## src/rtl/rdq_pkg.sv

```systemverilog
// ---------------------------------------------------------------------------
// rdq_pkg
// Shared widths, operation and status codes, and the command and status
// groups that pass between the deque controller and its datapath.
// ---------------------------------------------------------------------------
package rdq_pkg;

  localparam int DATA_W        = 64;
  localparam int OP_W          = 3;
  localparam int ST_W          = 2;
  localparam int DEPTH_DEFAULT = 1024;

  // operation codes
  localparam logic [OP_W-1:0] OP_PUSH_L = 3'd0;
  localparam logic [OP_W-1:0] OP_PUSH_R = 3'd1;
  localparam logic [OP_W-1:0] OP_POP_L  = 3'd2;
  localparam logic [OP_W-1:0] OP_POP_R  = 3'd3;
  localparam logic [OP_W-1:0] OP_REV    = 3'd4;

  // status codes
  localparam logic [ST_W-1:0] ST_OK    = 2'd0;
  localparam logic [ST_W-1:0] ST_EMPTY = 2'd1;
  localparam logic [ST_W-1:0] ST_FULL  = 2'd2;

  // controller to datapath
  typedef struct packed {
    logic load;      // latch the accepted input beat
    logic exec;      // update pointers, write or read the ring
    logic capture;   // take the ring read data into an end register
    logic load_out;  // load the output register
  } rdq_cmd_t;

  // datapath to controller
  typedef struct packed {
    logic need_read; // this operation must refetch an end value
    logic out_free;  // output register can take a new beat
  } rdq_stat_t;

endpackage

```

## src/rtl/rdq_ctrl.sv

```systemverilog
// ---------------------------------------------------------------------------
// rdq_ctrl
// Sequencer for one deque operation: accept, execute, optional ring read,
// then hand the result to the output register.
// ---------------------------------------------------------------------------
module rdq_ctrl (
  input  logic              clk,
  input  logic              rst,
  input  logic              in_valid,
  output logic              in_stall,
  input  rdq_pkg::rdq_stat_t stat,
  output rdq_pkg::rdq_cmd_t  cmd
);

  typedef enum logic [1:0] {
    S_IDLE,
    S_EXEC,
    S_RD,
    S_FIN
  } state_t;

  state_t state;

  // state register
  always_ff @(posedge clk) begin
    if (rst) begin
      state <= S_IDLE;
    end else begin
      case (state)
        S_IDLE: begin
          if (in_valid) state <= S_EXEC;
        end
        S_EXEC: begin
          state <= stat.need_read ? S_RD : S_FIN;
        end
        S_RD: begin
          state <= S_FIN;
        end
        S_FIN: begin
          if (stat.out_free) state <= S_IDLE;
        end
        default: begin
          state <= S_IDLE;
        end
      endcase
    end
  end

  // commands decoded from state
  assign in_stall     = (state != S_IDLE);
  assign cmd.load     = (state == S_IDLE) && in_valid;
  assign cmd.exec     = (state == S_EXEC);
  assign cmd.capture  = (state == S_RD);
  assign cmd.load_out = (state == S_FIN) && stat.out_free;

endmodule

```

## config.mk

```make
export PLATFORM = sky130hd
export DESIGN_NAME = rdq_ctrl
export DESIGN_NICKNAME = d
export VERILOG_FILES = /design/src/rtl/rdq_pkg.sv /design/src/rtl/rdq_ctrl.sv
export SDC_FILE = /design/constraint.sdc
export NUM_CORES = 1
export LEC_CHECK = 0
export BUFFER_PORTS_ARGS = -buffer_cell sky130_fd_sc_hd__buf_2
export CAP_MARGIN = 20
export CORE_AREA = 5 5 42 44
export DETAILED_ROUTE_END_ITERATION = 10
export DIE_AREA = 0 0 47 49
export PLACE_DENSITY = 0.45
export SLEW_MARGIN = 5
export SYNTH_ARGS = -nofsm -noshare
export SYNTH_HDL_FRONTEND = slang
export SYNTH_SLANG_ARGS = --single-unit
```

## constraint.sdc

```tcl
create_clock -name clk -period 1.77 [get_ports clk]
set_input_delay 0.354 -clock clk [delete_from_list [all_inputs] [get_ports clk]]
set_output_delay 0.354 -clock clk [all_outputs]
set_load 0.03 [all_outputs]
```

== Word level (Yosys, flattened, before mapping) ==
Index checks and enable logic that the tools add are counted.

* Register bits after elaboration: 2
* Bits of input ports: 5
* Output and inout port bits: 5
* Word-level logic and storage cells: 15

* Equal/unequal tests: 5
* Muxes and demuxes: 4
* Reductions and logical operators: 5

{| class="wikitable"
|+ Operators with widths
! cell !! count
|-
| 2-bit case mux with 4 select lines || 1
|-
| 2-bit == test, second input constant || 2
|-
| 2-bit two-way mux || 2
|-
| 2-bit != test, second input constant || 2
|-
| 2-bit by 1-bit == test with 1-bit output, second input constant || 1
|-
| 1-bit logical AND || 2
|-
| 2-bit logical NOT || 1
|-
| 2-bit AND reduction || 1
|-
| 2-bit nonzero test || 1
|-
| 1-bit two-way mux || 1
|}

== Depth between registers and ports, before layout ==
* Depth in word-level cells: 3
* Gate-level depth with buffers: 5
* Mapped depth without buffers: 5

== Worst setup path before layout ==
OpenSTA, ideal clock, no wires.

* Path type: flip-flop to flip-flop
* From: register state[0]
* To: register state[0]
* Data arrival time: 1.106 ns
* Required time: 1.640 ns
* Slack: 0.534 ns
* Cell stages (with the launch flop): 6
* Path buffers: 0
* Path through: dfxtp_1 inv_1 ha_1 or2_2 a31oi_1 a311oi_1

* Word-level cells in the longest chain between the ends: 3

{| class="wikitable"
|+ RTL lines
! item !! RTL line !! text
|-
| start, declared || rdq_ctrl.sv:22 || <nowiki>state_t state;</nowiki>
|-
| start signal, assigned || rdq_ctrl.sv:34 || <nowiki>state <= stat.need_read ? S_RD : S_FIN;</nowiki>
|-
| 2-bit == test or 2-bit logical NOT (tied branches) || rdq_ctrl.sv:29 || <nowiki>case (state)</nowiki>
|-
| 2-bit != test (no line) || -- ||
|-
| 2-bit AND reduction (no line) || -- ||
|}

Parallel ways exist; a longest one is shown, timed or not.
A chain may end at the register's enable or synchronous reset.

==> impl_metrics.json <==
{
  "period_needed_ns": 1.61,
  "slowest_delay_ns": 0.37,
  "antenna_left": 0,
  "io_pins": 10,
  "post_cts.repair.setup_buffers": 0,
  "grt_pass1_wl_microns": 717,
  "p_clk_frac": 0.192,
  "cp_slowest_cell": "dfxtp_1",
  "p_int_w": 0.000265,
  "tightest_slew_ns": 0.208,
  "crit_chain": "inv_1, ha_1, and2_2, buf_2",
  "setup-violations-final": 0,
  "grt_pass1_vias": 191,
  "clkLatencyLatePin_ns": 0.22,
  "ys_ff_latch": 2,
  "syn_inst": 22,
  "arrival_ns": 1.26,
  "drv_cap": 0,
  "grt_overflow_total": 0,
  "clkTransAtPathRegs_ns": 0.03,
  "initialDrtViolationCount": 3,
  "die-height_microns": 49,
  "holdCritStartpoint": "rst",
  "hold_depth": 2,
  "peakVddDrop_mv": 0.271,
  "fin_hold_ws_ns": 0.310,
  "crit_buf_inv": 2,
  "min_to": "state[1]",
  "rsz0062_at_grt": "no",
  "crit_type": "reg -> out",
  "reg_top3": "state x2",
  "die_x_microns": 47,
  "num_rows": 14,
  "cts_buffers": 3,
  "r2r_cells": 5,
  "min_path_type": "in -> reg",
  "rr_endpoint": "state[0]",
  "cts_tree": "yes",
  "switching_share": 0.494,
  "diodes": 0,
  "grt_max_degree": 5,
  "cts.sinks": 2,
  "start_kind": "flip-flop",
  "start_util": 0.139,
  "critPathTopFamily": "flip-flops",
  "status": "completed",
  "io_buffers": 9,
  "synthesis.area_sq_um": 195,
  "dp_hpwl_microns": 330,
  "finalCritPeriodShare": 0.909,
  "layout_commonest_cell": "buf_2",
  "htreeDepth": 1,
  "place_area_sq_um": 260,
  "fin_area_sq_um": 283,
  "final_cell_mix": "buf_2, ha_1, inv_1",
  "pwr-share-seq": 0.170,
  "drive_above_1_share": 0.441,
  "synth_seq_area_share": 0.205,
  "drt-total-wl_microns": 406,
  "tns_ns": 0,
  "gr-max-usage-layer": "met2",
  "slew_headroom": 0.860,
  "clock_skew_ns": 0.00317,
  "cts_hold_buf": 0,
  "grt_use_total": 0.0478,
  "yosysWarnings": 0,
  "synth_cell_types": 14,
  "clockRootBuffer": "clkbuf_4",
  "dr.pass1.iters": 2,
  "layout.cells.non_filler": 50,
  "path_max_fanout": 4,
  "top_register": "state",
  "place_inst": 47,
  "gr-usage-met1": 0.0481,
  "rrSetupSlack_ns": 0.43,
  "routedWlPerCell_microns": 8.12,
  "switchingPower_w": 0.000259,
  "avgSynthCellArea_sq_um": 8.87,
  "finalHoldViolations": 0,
  "fmax_ghz": 0.621,
  "place_congestion": 0.579,
  "r2r-start": "state[0]",
  "powerDensity_nw_per_um2": 1850,
  "worstSetupEndpointType": "output port",
  "p_leak_nw": 0.149,
  "fin_nets": 46,
  "grt_use_met3": 0.0332,
  "use_met2": 0.0566,
  "dieArea_sq_um": 2300,
  "area_delta_synth_final_pct": 44.9,
  "synth_nets": 32,
  "clockBufferDepth": 2,
  "cp.required_ns": 1.42,
  "viasPerCell": 3.60,
  "pwr-share-comb": 0.638,
  "largest_register_ffs": 2,
  "slew_viol_final": 0,
  "drc_errors": 0,
  "antenna_found_initial": 0,
  "core-area_sq_um": 1400,
  "cts_resized": 0,
  "via_count": 180
}
==> cell usage after synthesis <==
| library cell | instances | share of area |
|---|---|---|
| and2_1 | 1 | 0.032 |
| a31oi_1 | 1 | 0.032 |
| a211oi_1 | 1 | 0.038 |
| ha_1 | 5 | 0.32 |
| dfxtp_1 | 2 | 0.21 |
| a21oi_2 | 1 | 0.045 |
| or2_2 | 1 | 0.032 |
| and2_2 | 1 | 0.038 |
| nand3_1 | 1 | 0.026 |
| a21o_1 | 1 | 0.038 |
| or2b_1 | 1 | 0.038 |
| inv_1 | 4 | 0.077 |
| a311oi_1 | 1 | 0.045 |
| nand2b_1 | 1 | 0.032 |
==> power groups by stage <==
stage          combinational, W  clock (W)  sequential, W
3_3_place_gp           0.000339          0      0.0000922
3_5_place_dp           0.000339          0      0.0000909
4_1_cts                0.000340   0.000110      0.0000902
2_1_floorplan          0.000274          0      0.0000849
6_report               0.000334   0.000101      0.0000890
5_1_grt                0.000378   0.000111      0.0000960
==> per-stage QoR <==
step                      power (W)   util  worst slack, ns
after floorplan            0.000359      -            0.534
after global placement     0.000431  0.186            0.379
after detailed placement   0.000430  0.186            0.380
after CTS                  0.000540  0.202            0.132
after global routing       0.000586  0.202           0.0712
final                      0.000524  0.202            0.160
==> area by class of cell <==
class                      count  area (sq um)
inverter                       4          15.0
clock buffer                   3          22.5
timing repair buffer           9          45.0
multi-input combinational     16           140
fill                         170          1120
tap                           16          20.0
sequential                     2          40.0
==> worst max-delay path by stage <==
stage	start	endpoint	slack (ns)	cells past startpoint
floorplan	state[0]	state[0]	0.53	5
global placement	state[0]	cmd[3]	0.38	4
detailed placement	state[0]	cmd[3]	0.38	4
CTS	state[0]	cmd[3]	0.13	4
global route	state[1]	cmd[3]	0.07	4
finish	state[0]	cmd[3]	0.16	4
==> logic make-up (layout without fill, tap and decap cells) <==
kind of cell / Yosys count / in the layout / synth area share
fa+ha+maj: 5 / 5 / 0.321
simple gates: 6 / 6 / 0.199
flops: 2 / 2 / 0.205
buf+inv: 4 / 16 / 0.0769
compound gates: 5 / 5 / 0.199
==> metal layers <==
layer	share of wire	up-vias
met4	0	0
met3	0.10	0
li1	-	98
met1	0.45	74
met2	0.45	8
met5	0	-
No activity file was read; power rests on OpenSTA's default activity.
